## src/sv/assert_macros.svh

```systemverilog
// Assertion helpers shared by the parser and emitter files.
`ifndef ASSERT_MACROS_SVH
`define ASSERT_MACROS_SVH

// Check prop at every rising edge of ck while rn is high.
`define FSNF_ASSERT(lbl, ck, rn, prop, msg) \
  lbl: assert property (@(posedge ck) disable iff (!(rn)) (prop)) else $error(msg);

// Check that cond never holds at a rising edge of ck while rn is high.
`define FSNF_ASSERT_NEVER(lbl, ck, rn, cond, msg) \
  `FSNF_ASSERT(lbl, ck, rn, !(cond), msg)

`endif

```

## src/sv/fsnf_pkg.sv

```systemverilog
`default_nettype none

package fsnf_pkg;

  localparam int SHORT_NAME_LEN = 11;
  localparam int BASE_LEN       = 8;
  localparam int BASE_EFF       = (BASE_LEN < SHORT_NAME_LEN) ? BASE_LEN : SHORT_NAME_LEN;

  // write position counts up to SHORT_NAME_LEN itself
  localparam int POS_W      = $clog2(SHORT_NAME_LEN + 1);
  localparam int OUT_IDX_W  = 4;
  localparam int CFG_ADDR_W = 4;
  localparam int CFG_DATA_W = 32;

  localparam logic [7:0] SPACE = 8'h20;

  localparam logic [1:0] MODE_RELAXED = 2'd0;
  localparam logic [1:0] MODE_NORMAL  = 2'd1;
  localparam logic [1:0] MODE_STRICT  = 2'd2;

  localparam logic [1:0] REG_CHECK_MODE   = 2'd0;
  localparam logic [1:0] REG_ALT_OS_MODE  = 2'd1;
  localparam logic [1:0] REG_DOTS_ALLOWED = 2'd2;
  localparam logic [1:0] REG_KEEP_CASE    = 2'd3;

  typedef struct packed {
    logic [1:0] check_mode;
    logic       alt_os_mode;
    logic       dots_allowed;
    logic       keep_case;
  } cfg_t;

  typedef struct packed {
    logic [7:0] name_byte;
    logic       final_byte;
  } in_word_t;

  typedef struct packed {
    logic [7:0]           out_byte;
    logic [OUT_IDX_W-1:0] out_index;
    logic                 status;
    logic                 hidden_mark;
    logic                 run_end;
  } out_word_t;

  // finished name handed from the parser to the emitter
  typedef struct packed {
    logic                            load;
    logic                            status;
    logic                            hidden;
    logic [SHORT_NAME_LEN-1:0][7:0]  bytes;
  } name_t;

endpackage

`default_nettype wire

```

## src/sv/fat_short_name_formatter.sv

```systemverilog
// 8.3 short-name formatter.
//
// Input channel (in_valid/in_ready/in_data): one name byte per word, with
// final_byte set on the last byte of each name. Bytes are taken one per
// cycle when in_ready is high; the parser state updates on each accepted word.
// Result channel (out_valid/out_ready/out_data): on a final byte the block
// sends either eleven words (index 0 to 10, run_end on the last) holding
// the space-padded name, or a single word with status set.
// Latency: the first result word appears the cycle after the final byte.
// Throughput: one input word per cycle unless a final byte is held; one
// result word per cycle. A valid name holds the result buffer until its
// eleven words are taken, so a following final byte waits in_ready low
// until the last word of the previous name leaves (in_ready may rise in
// the cycle that word is taken). A stalled receiver holds the current
// result word; non-final bytes keep flowing into the parser meanwhile.
// Configuration goes through the APB-style port (4 registers at 4*i), to be
// written by the user only while idle, not enforced by the block. Reset
// restores normal checking and clears control state; no clearing pass is needed.

`default_nettype none

module fat_short_name_formatter (
  input  wire logic                              clk,
  input  wire logic                              rst_n,
  // configuration port
  input  wire logic                              psel,
  input  wire logic                              penable,
  input  wire logic                              pwrite,
  input  wire logic [fsnf_pkg::CFG_ADDR_W-1:0]   paddr,
  input  wire logic [fsnf_pkg::CFG_DATA_W-1:0]   pwdata,
  output logic      [fsnf_pkg::CFG_DATA_W-1:0]   prdata,
  output logic                                   pready,
  // name byte input
  input  wire logic                              in_valid,
  output logic                                   in_ready,
  input  wire fsnf_pkg::in_word_t                in_data,
  // short-name result
  output logic                                   out_valid,
  input  wire logic                              out_ready,
  output fsnf_pkg::out_word_t                    out_data
);

  fsnf_pkg::cfg_t  cfg;
  fsnf_pkg::name_t name;
  logic            load_ok;

  // register file: hold mode bits, answer reads
  fsnf_cfg u_cfg (
    .clk     (clk),
    .rst_n   (rst_n),
    .psel    (psel),
    .penable (penable),
    .pwrite  (pwrite),
    .paddr   (paddr),
    .pwdata  (pwdata),
    .prdata  (prdata),
    .pready  (pready),
    .cfg     (cfg)
  );

  // per-byte checks and name store; hand the finished name on final byte
  fsnf_parser u_parser (
    .clk      (clk),
    .rst_n    (rst_n),
    .cfg      (cfg),
    .in_valid (in_valid),
    .in_ready (in_ready),
    .in_data  (in_data),
    .load_ok  (load_ok),
    .name     (name)
  );

  // result buffer: advance one word per accepted output
  fsnf_emitter u_emitter (
    .clk       (clk),
    .rst_n     (rst_n),
    .name      (name),
    .load_ok   (load_ok),
    .out_valid (out_valid),
    .out_ready (out_ready),
    .out_data  (out_data)
  );

endmodule

`default_nettype wire

```

## src/sv/fsnf_cfg.sv

```systemverilog
`default_nettype none

module fsnf_cfg (
  input  wire logic                                 clk,
  input  wire logic                                 rst_n,
  input  wire logic                                 psel,
  input  wire logic                                 penable,
  input  wire logic                                 pwrite,
  input  wire logic [fsnf_pkg::CFG_ADDR_W-1:0]      paddr,
  input  wire logic [fsnf_pkg::CFG_DATA_W-1:0]      pwdata,
  output logic      [fsnf_pkg::CFG_DATA_W-1:0]      prdata,
  output logic                                      pready,
  output fsnf_pkg::cfg_t                            cfg
);

  fsnf_pkg::cfg_t cfg_r, cfg_nxt;
  logic           wr_en;
  logic [1:0]     reg_sel;

  assign pready  = 1'b1;
  assign wr_en   = psel && penable && pwrite;
  assign reg_sel = paddr[3:2];

  always_comb begin
    cfg_nxt = cfg_r;
    if (wr_en) begin
      unique case (reg_sel)
        fsnf_pkg::REG_CHECK_MODE:   cfg_nxt.check_mode   = pwdata[1:0];
        fsnf_pkg::REG_ALT_OS_MODE:  cfg_nxt.alt_os_mode  = pwdata[0];
        fsnf_pkg::REG_DOTS_ALLOWED: cfg_nxt.dots_allowed = pwdata[0];
        fsnf_pkg::REG_KEEP_CASE:    cfg_nxt.keep_case    = pwdata[0];
        default:                    cfg_nxt = cfg_r;
      endcase
    end
  end

  always_comb begin
    unique case (reg_sel)
      fsnf_pkg::REG_CHECK_MODE:   prdata = fsnf_pkg::CFG_DATA_W'(cfg_r.check_mode);
      fsnf_pkg::REG_ALT_OS_MODE:  prdata = fsnf_pkg::CFG_DATA_W'(cfg_r.alt_os_mode);
      fsnf_pkg::REG_DOTS_ALLOWED: prdata = fsnf_pkg::CFG_DATA_W'(cfg_r.dots_allowed);
      fsnf_pkg::REG_KEEP_CASE:    prdata = fsnf_pkg::CFG_DATA_W'(cfg_r.keep_case);
      default:                    prdata = '0;
    endcase
  end

  always_ff @(posedge clk) begin
    if (!rst_n) begin
      cfg_r.check_mode   <= fsnf_pkg::MODE_NORMAL;
      cfg_r.alt_os_mode  <= 1'b0;
      cfg_r.dots_allowed <= 1'b0;
      cfg_r.keep_case    <= 1'b0;
    end else begin
      cfg_r <= cfg_nxt;
    end
  end

  assign cfg = cfg_r;

endmodule

`default_nettype wire

```

## src/sv/fsnf_parser.sv

```systemverilog
`default_nettype none

`include "assert_macros.svh"

module fsnf_parser (
  input  wire logic               clk,
  input  wire logic               rst_n,
  input  wire fsnf_pkg::cfg_t     cfg,
  input  wire logic               in_valid,
  output logic                    in_ready,
  input  wire fsnf_pkg::in_word_t in_data,
  input  wire logic               load_ok,
  output fsnf_pkg::name_t         name
);

  localparam int LEN = fsnf_pkg::SHORT_NAME_LEN;
  localparam int PW  = fsnf_pkg::POS_W;

  localparam logic [7:0] CH_DOT    = 8'h2E;
  localparam logic [7:0] CH_E5     = 8'hE5;
  localparam logic [7:0] CH_05     = 8'h05;
  localparam logic [7:0] CASE_OFFS = 8'd32;

  typedef enum logic [5:0] {
    PH_FIRST    = 6'b000001,
    PH_BASE     = 6'b000010,
    PH_NEED_DOT = 6'b000100,
    PH_SKIP     = 6'b001000,
    PH_EXT      = 6'b010000,
    PH_DONE     = 6'b100000
  } phase_t;

  function automatic logic byte_bad(input logic [7:0] c, input fsnf_pkg::cfg_t cf);
    logic strict;
    logic special;
    strict  = (cf.check_mode == fsnf_pkg::MODE_STRICT);
    special = (c == 8'h2A) || (c == 8'h3F) || (c == 8'h3C) || (c == 8'h3E) ||
              (c == 8'h7C) || (c == 8'h22);
    byte_bad = ((cf.check_mode != fsnf_pkg::MODE_RELAXED) && special) ||
               (strict && ((c == fsnf_pkg::SPACE) ||
                           (!cf.alt_os_mode && ((c == 8'h2B) || (c == 8'h3D) ||
                                                (c == 8'h2C) || (c == 8'h3B))) ||
                           ((c >= 8'h41) && (c <= 8'h5A)))) ||
               (c < 8'd32) || (c == 8'h3A) || (c == 8'h5C);
  endfunction

  function automatic logic [7:0] fold(input logic [7:0] c, input logic keep);
    if (!keep && (c >= 8'h61) && (c <= 8'h7A)) fold = c - CASE_OFFS;
    else fold = c;
  endfunction

  phase_t                ph_r, ph_nxt;
  logic [PW-1:0]         wp_r, wp_nxt;
  logic                  sp_r, sp_nxt;
  logic                  err_r, err_nxt;
  logic                  ds_r, ds_nxt;
  logic [LEN-1:0][7:0]   store_r, store_nxt;
  logic                  accept;
  logic                  fresh;

  assign in_ready = load_ok || !in_data.final_byte;
  assign accept   = in_valid && in_ready;
  assign fresh    = (wp_r == '0) && !err_r && !ds_r;

  always_comb begin
    phase_t        ph;
    logic [PW-1:0] wp;
    logic [PW-1:0] wa;
    logic [PW-1:0] pad_from;
    logic          sp, err, ds, strict, bad;
    logic          do_base, do_ext, do_enter, we, pad, fin_err;
    logic [7:0]    c, c2, wd;

    ph       = ph_r;
    wp       = wp_r;
    sp       = sp_r;
    err      = err_r;
    ds       = ds_r;
    c        = in_data.name_byte;
    c2       = c;
    strict   = (cfg.check_mode == fsnf_pkg::MODE_STRICT);
    bad      = byte_bad(c, cfg);
    do_base  = 1'b0;
    do_ext   = 1'b0;
    do_enter = 1'b0;
    we       = 1'b0;
    wa       = '0;
    wd       = '0;
    pad      = 1'b0;
    pad_from = '0;

    if (ph_r == PH_FIRST) begin
      // open a new name
      wp  = '0;
      sp  = !cfg.alt_os_mode;
      err = 1'b0;
      ds  = 1'b0;
      ph  = PH_BASE;
      if (c == CH_DOT && cfg.dots_allowed) begin
        ds = 1'b1;
      end else if (c == CH_DOT && !cfg.alt_os_mode) begin
        err = 1'b1;
      end else begin
        do_base = 1'b1;
      end
    end else if (!err_r) begin
      unique case (ph_r)
        PH_BASE: do_base = 1'b1;
        PH_NEED_DOT: begin
          if (c != CH_DOT) err = 1'b1;
          else do_enter = 1'b1;
        end
        PH_SKIP: begin
          if (c == CH_DOT) do_enter = 1'b1;
        end
        PH_EXT: do_ext = 1'b1;
        default: begin
          if (strict) err = 1'b1;
        end
      endcase
    end

    if (do_base) begin
      if (bad) begin
        err = 1'b1;
      end else begin
        c2 = (wp == '0 && c == CH_E5) ? CH_05 : c;
        if (c2 == CH_DOT) begin
          if (sp) err = 1'b1;
          do_enter = 1'b1;
        end else begin
          sp = (c2 == fsnf_pkg::SPACE);
          if (wp < PW'(LEN)) begin
            we = 1'b1;
            wa = wp;
            wd = fold(c2, cfg.keep_case);
          end
          wp = wp + PW'(1);
          if (wp >= PW'(fsnf_pkg::BASE_EFF)) begin
            if (sp) err = 1'b1;
            ph = strict ? PH_NEED_DOT : PH_SKIP;
          end
        end
      end
    end

    if (do_ext) begin
      if (bad) begin
        err = 1'b1;
      end else if (c == CH_DOT) begin
        if (strict || sp) err = 1'b1;
        ph = PH_DONE;
      end else begin
        sp = (c == fsnf_pkg::SPACE);
        if (wp < PW'(LEN)) begin
          we = 1'b1;
          wa = wp;
          wd = fold(c, cfg.keep_case);
        end
        wp = wp + PW'(1);
        if (wp >= PW'(LEN)) begin
          if (sp) err = 1'b1;
          ph = PH_DONE;
        end
      end
    end

    if (do_enter) begin
      // pad the base with spaces and move to the extension
      pad      = 1'b1;
      pad_from = wp;
      if (wp < PW'(fsnf_pkg::BASE_EFF)) wp = PW'(fsnf_pkg::BASE_EFF);
      sp = 1'b0;
      ph = (wp >= PW'(LEN)) ? PH_DONE : PH_EXT;
    end

    for (int k = 0; k < LEN; k++) begin
      if (accept && we && (wa == PW'(k))) begin
        store_nxt[k] = wd;
      end else if (accept && pad && (PW'(k) >= pad_from) &&
                   (k < fsnf_pkg::BASE_EFF)) begin
        store_nxt[k] = fsnf_pkg::SPACE;
      end else begin
        store_nxt[k] = store_r[k];
      end
    end

    fin_err = err || (((ph == PH_BASE) || (ph == PH_EXT)) && sp);

    name.load   = accept && in_data.final_byte;
    name.status = fin_err;
    name.hidden = ds && !fin_err;
    for (int k = 0; k < LEN; k++) begin
      name.bytes[k] = (PW'(k) < wp) ? store_nxt[k] : fsnf_pkg::SPACE;
    end

    if (!accept) begin
      ph_nxt  = ph_r;
      wp_nxt  = wp_r;
      sp_nxt  = sp_r;
      err_nxt = err_r;
      ds_nxt  = ds_r;
    end else if (in_data.final_byte) begin
      ph_nxt  = PH_FIRST;
      wp_nxt  = '0;
      sp_nxt  = 1'b0;
      err_nxt = 1'b0;
      ds_nxt  = 1'b0;
    end else begin
      ph_nxt  = ph;
      wp_nxt  = wp;
      sp_nxt  = sp;
      err_nxt = err;
      ds_nxt  = ds;
    end
  end

  always_ff @(posedge clk) begin
    if (!rst_n) begin
      ph_r  <= PH_FIRST;
      wp_r  <= '0;
      sp_r  <= 1'b0;
      err_r <= 1'b0;
      ds_r  <= 1'b0;
    end else begin
      ph_r  <= ph_nxt;
      wp_r  <= wp_nxt;
      sp_r  <= sp_nxt;
      err_r <= err_nxt;
      ds_r  <= ds_nxt;
    end
  end

  always_ff @(posedge clk) begin
    store_r <= store_nxt;
  end

  `FSNF_ASSERT(a_wp_range, clk, rst_n, wp_r <= PW'(LEN), "write position past name")
  `FSNF_ASSERT(a_first_clean, clk, rst_n, (ph_r == PH_FIRST) |-> fresh, "name state not cleared")
  `FSNF_ASSERT(a_final_closes, clk, rst_n, name.load |=> (ph_r == PH_FIRST), "name left open")

endmodule

`default_nettype wire

```

## src/sv/fsnf_emitter.sv

```systemverilog
`default_nettype none

`include "assert_macros.svh"

module fsnf_emitter (
  input  wire logic               clk,
  input  wire logic               rst_n,
  input  wire fsnf_pkg::name_t    name,
  output logic                    load_ok,
  output logic                    out_valid,
  input  wire logic               out_ready,
  output fsnf_pkg::out_word_t     out_data
);

  localparam int LEN = fsnf_pkg::SHORT_NAME_LEN;
  localparam int IW  = fsnf_pkg::OUT_IDX_W;

  logic                busy_r, busy_nxt;
  logic [IW-1:0]       idx_r, idx_nxt;
  logic                err_r, err_nxt;
  logic                hid_r, hid_nxt;
  logic [LEN-1:0][7:0] buf_r, buf_nxt;
  logic                last, take;

  assign last    = err_r || (idx_r == IW'(LEN - 1));
  assign take    = busy_r && out_ready;
  assign load_ok = !busy_r || (take && last);

  always_comb begin
    busy_nxt = busy_r;
    idx_nxt  = idx_r;
    err_nxt  = err_r;
    hid_nxt  = hid_r;
    buf_nxt  = buf_r;
    if (name.load) begin
      busy_nxt = 1'b1;
      idx_nxt  = '0;
      err_nxt  = name.status;
      hid_nxt  = name.hidden;
      buf_nxt  = name.bytes;
    end else if (take) begin
      if (last) begin
        busy_nxt = 1'b0;
      end else begin
        idx_nxt = idx_r + IW'(1);
        for (int k = 0; k < LEN - 1; k++) begin
          buf_nxt[k] = buf_r[k + 1];
        end
        buf_nxt[LEN-1] = fsnf_pkg::SPACE;
      end
    end
  end

  always_ff @(posedge clk) begin
    if (!rst_n) begin
      busy_r <= 1'b0;
      idx_r  <= '0;
      err_r  <= 1'b0;
    end else begin
      busy_r <= busy_nxt;
      idx_r  <= idx_nxt;
      err_r  <= err_nxt;
    end
  end

  always_ff @(posedge clk) begin
    hid_r <= hid_nxt;
    buf_r <= buf_nxt;
  end

  assign out_valid            = busy_r;
  assign out_data.out_byte    = err_r ? 8'h00 : buf_r[0];
  assign out_data.out_index   = err_r ? '0 : idx_r;
  assign out_data.status      = err_r;
  assign out_data.hidden_mark = err_r ? 1'b0 : hid_r;
  assign out_data.run_end     = last;

  `FSNF_ASSERT(a_idx_range, clk, rst_n, busy_r |-> (idx_r <= IW'(LEN - 1)), "index past name")
  `FSNF_ASSERT(a_err_single, clk, rst_n, (busy_r && err_r) |-> (idx_r == '0), "invalid not single")
  `FSNF_ASSERT(a_drain_idle, clk, rst_n, (take && last && !name.load) |=> !busy_r, "busy after last")

endmodule

`default_nettype wire
```

## config.mk

```make
export PLATFORM = sky130hd
export DESIGN_NAME = fat_short_name_formatter
export DESIGN_NICKNAME = d
export VERILOG_FILES = /design/src/sv/fsnf_pkg.sv /design/src/sv/fat_short_name_formatter.sv /design/src/sv/fsnf_cfg.sv /design/src/sv/fsnf_parser.sv /design/src/sv/fsnf_emitter.sv
export VERILOG_INCLUDE_DIRS = /design/src /design/src/sv
export SDC_FILE = /design/constraint.sdc
export NUM_CORES = 1
export LEC_CHECK = 0
export ABC_AREA = 1
export BUFFER_PORTS_ARGS = -buffer_cell sky130_fd_sc_hd__buf_2
export CAP_MARGIN = 20
export CORE_AREA = 2 2 183 185
export DETAILED_ROUTE_END_ITERATION = 6
export DIE_AREA = 0 0 185 187
export HOLD_SLACK_MARGIN = 0.08
export PLACE_DENSITY = 0.56
export SLEW_MARGIN = 20
export SYNTH_ARGS = -nofsm -noshare
export SYNTH_HDL_FRONTEND = slang
export SYNTH_SLANG_ARGS = --single-unit
```

## constraint.sdc

```tcl
create_clock -name clk -period 11.1 [get_ports clk]
set_input_delay 1.665 -clock clk [delete_from_list [all_inputs] [get_ports clk]]
set_output_delay 1.665 -clock clk [all_outputs]
set_load 0.02 [all_outputs]
```

==> metrics.md <==
| Metric | Value |
|---|---|
| Drt pass-1 iters | 5 |
| Largest fanout on the critical path | 16 |
| I/O Buffers | 38 |
| GRT overflow | 0 |
| Resize count post-CTS | 0 |
| Boundary Pins | 102 |
| Post-synth EDFFs | 89 |
| Largest net degree at the start of global routing | 78 |
| Kind of critical path | input port to flop |
| Die area | 34,600 sq um |
| Clk_lat worst skew | 0.52 ns |
| Final HPWL DP | 16,300 microns |
| Placed Cells | 1,686 |
| P_leak | 4.77 nW |
| Fillers | 3,454 |
| Final #Nets | 1,327 |
| DRT antenna net count | 0 |
| Most common cell after layout, fill and taps aside | nand2_1 |
| Clock skew | 0.0204 ns |
| Crit path launch type | input port |
| Placed instance area | 10,200 sq um |
| Part of the Yosys area used for sequential elements | 50.8% |
| First-pass GRT wire length | 38,200 microns |
| CTS Buffer Depth | 3 |
| Via Count | 7,841 |
| H-tree levels | 1 |
| Setup_tns | 0 ns |
| TritonCTS clock tree | built |
| Most common flop cell mapped by yosys | dfxtp_1 |
| Post-CTS Hold Buffers | 0 |
| Worst EP arrival | 5.57 ns |
| Least-Margin Pin Slew | 0.890 ns |
| Fmax | 0.188 GHz |
| Core Box Area | 32,900 sq um |
| Clock Pin Slew Worst Setup and Hold Paths | 0.06 ns |
| Post-CTS setup buffer count | 0 |
| Post-synth ARST share | 0% |
| Synth unique cells | 44 |
| Routed length per instance | 13.3 microns |
| DIE WIDTH | 185 microns |
| Number of synthesis warnings | 0 |
| Hold Path Class | flop to flop |
| WL final | 23,000 microns |
| Setup-failing EPs final | 0 |
| Synthesized area per cell | 7.91 sq um |
| Routability cong. | 0.870 |
| Syn Inst Count | 1,222 |
| Commonest cells after routing, fill and taps aside | nand2_1 (432), dfxtp_1 (112), inv_1 (97) |
| Final WS setup | 5.79 ns |
| Cell mode on critical path | nand2_1 |
| Pwr/cell area | 167 nW/um^2 |
| Max Cap Viol | 0 |
| Layout cells sized above 1 | 10.2% |
| Finished Core Util | 33.5% |
| Clock root buffer | clkbuf_16 |
| Required time of the critical path | 11.36 ns |
| Max-Slew Margin vs Limit | 40.6% |
| Final Hold Fails | 0 |
| CP peak stage delay | 0.40 ns |
| Vias per cell | 4.53 |
| Max rail drop VDD | 0.101 mV |
| Fin cells | 1,732 |
| CTS sink cnt | 201 |
| Area grow syn2layout | 14.0% |
| Synth Cell Area | 9670 sq um |
| Antenna violations before repair | 2 |
| DRT iter0 DRCs | 630 |
| # rows | 67 |
| Die Height | 187 microns |
| # DRC | 0 |
| Post-synthesis register bit count | 201 |
| Final instance area | 11,000 sq um |
| Min cycle time layout | 5.31 ns |
| CP max stage cell | nand2_1 |
| GRT Overall Usage | 13.6% |
| Starting Density | 29.4% |
| Outcome | finished, final reports clean |
| Max Slew Vio Count | 0 |
| Tcrit/Tclk final | 47.8% |
| Vias in the first global route | 7,444 |
| Pre-CTS setup slack | 5.28 ns |
| Endpoint type of the worst setup path | flop |
| Unrepaired setup endpoints after global routing | false |
| CTS buffer count | 24 |
final timing paths:
| path | to | startpoint | depth (start not counted) | slack (ns) |
|---|---|---|---|---|
| hold reg to reg | u_parser.store_r[82] | u_parser.store_r[82] | 2 | 0.44 |
| setup / recovery | u_emitter.buf_r[61] | in_data[6] | 27 | 5.79 |
| hold / removal | u_parser.store_r[82] | u_parser.store_r[82] | 2 | 0.44 |
| setup reg to reg | u_emitter.buf_r[68] | u_emitter.idx_r[0] | 14 | 6.67 |
power breakdown:
part	switching, mW	total [mW]	leakage (nW)	internal, mW
Sequential	0.0147	0.845	1.76	0.830
Combinational	0.156	0.217	2.62	0.0607
Clock	0.308	0.781	0.385	0.472
Total	0.479	1.84	4.77	1.36
per-stage QoR:
| step | hold WS, ns | power, mW |
|---|---|---|
| finish | 0.442 | 1.84 |
| global route | 0.473 | 1.92 |
| CTS | 0.448 | 1.86 |
| detailed placement | 0.433 | 1.08 |
| global placement | 0.425 | 1.07 |
| floorplan | 0.415 | 1.02 |
Yosys cell counts, types with 2 or more instances:
master	instances	area, sq um
o211ai_1	10	75.1
a21oi_2	2	17.5
a31oi_1	4	25.0
nor4_1	7	43.8
nand2_1	434	1630
or2_2	6	37.5
o21ai_1	51	255
o21a_1	12	90.1
conb_1	2	7.51
dfxtp_1	112	2240
o2111ai_1	2	17.5
buf_4	35	263
o21ai_2	3	26.3
inv_2	17	63.8
a2bb2oi_1	3	26.3
xor2_1	4	35.0
nor3_1	10	50.1
buf_2	8	40.0
ha_1	11	138
a21boi_0	2	15.0
a21oi_1	39	195
nand3_1	90	450
o22ai_1	3	18.8
nand2_2	9	56.3
o21ai_0	33	165
nand4_1	13	81.3
nor2_1	74	278
nor2_2	5	31.3
inv_1	97	364
a21boi_1	2	15.0
nand3b_1	8	60.1
edfxtp_1	89	2670
nor2_4	2	22.5
clkbuf_1	13	48.8
flip-flops by register name (all words and copies together), names as in the netlist:
name                 count
u_parser.ds_r            1
u_parser.ph_r            6
u_cfg.cfg                5
u_parser.store_r        88
u_emitter.buf_r         88
u_emitter.err_r          1
u_emitter.hid_r          1
u_emitter.idx_r          4
u_emitter.out_valid      1
u_parser.err_r           1
u_parser.sp_r            1
u_parser.wp_r            4
layout make-up:
| class | instances | area (sq um) | share of cell area (%) |
|---|---|---|---|
| sequential | 201 | 4910 | 44.6 |
| multi-input combinational | 879 | 4090 | 37.1 |
| clock buffer | 33 | 676 | 6.13 |
| tap | 448 | 561 | 5.09 |
| inverter | 114 | 428 | 3.88 |
| timing repair buffer | 44 | 235 | 2.13 |
| clock inverter | 11 | 113 | 1.02 |
| antenna | 2 | 5.00 | 0.0454 |
cell families (layout without fill, tap and decap cells):
family	Yosys count	count (layout)	synth area share, %
XOR/XNOR	5	5	0.530
other	2	33	0.0777
buffers and inverters	171	202	8.10
AO/OA/AOI/OAI	170	170	10.1
adder cells (fa/ha/maj)	11	11	1.42
AND/OR/NAND/NOR	662	662	29.0
flip-flops	201	201	50.8
metal layers:
| metal | vias up | GRT usage, % | part of all wire (%) |
|---|---|---|---|
| met5 | - | 0 | 0 |
| met4 | 0 | 3.66 | 2.1 |
| met3 | 30 | 2.39 | 5.7 |
| met2 | 179 | 21.4 | 44 |
| met1 | 3569 | 19.1 | 48 |
| li1 | 4063 | - | - |
critical path: cells and delay by family:
family	cells	cell delay, ns
AND/OR/NAND/NOR	14	2.25
buffers and inverters	8	0.75
AO/OA/AOI/OAI	4	0.63
adder cells (fa/ha/maj)	1	0.25
No activity file was read; power rests on OpenSTA's default activity.
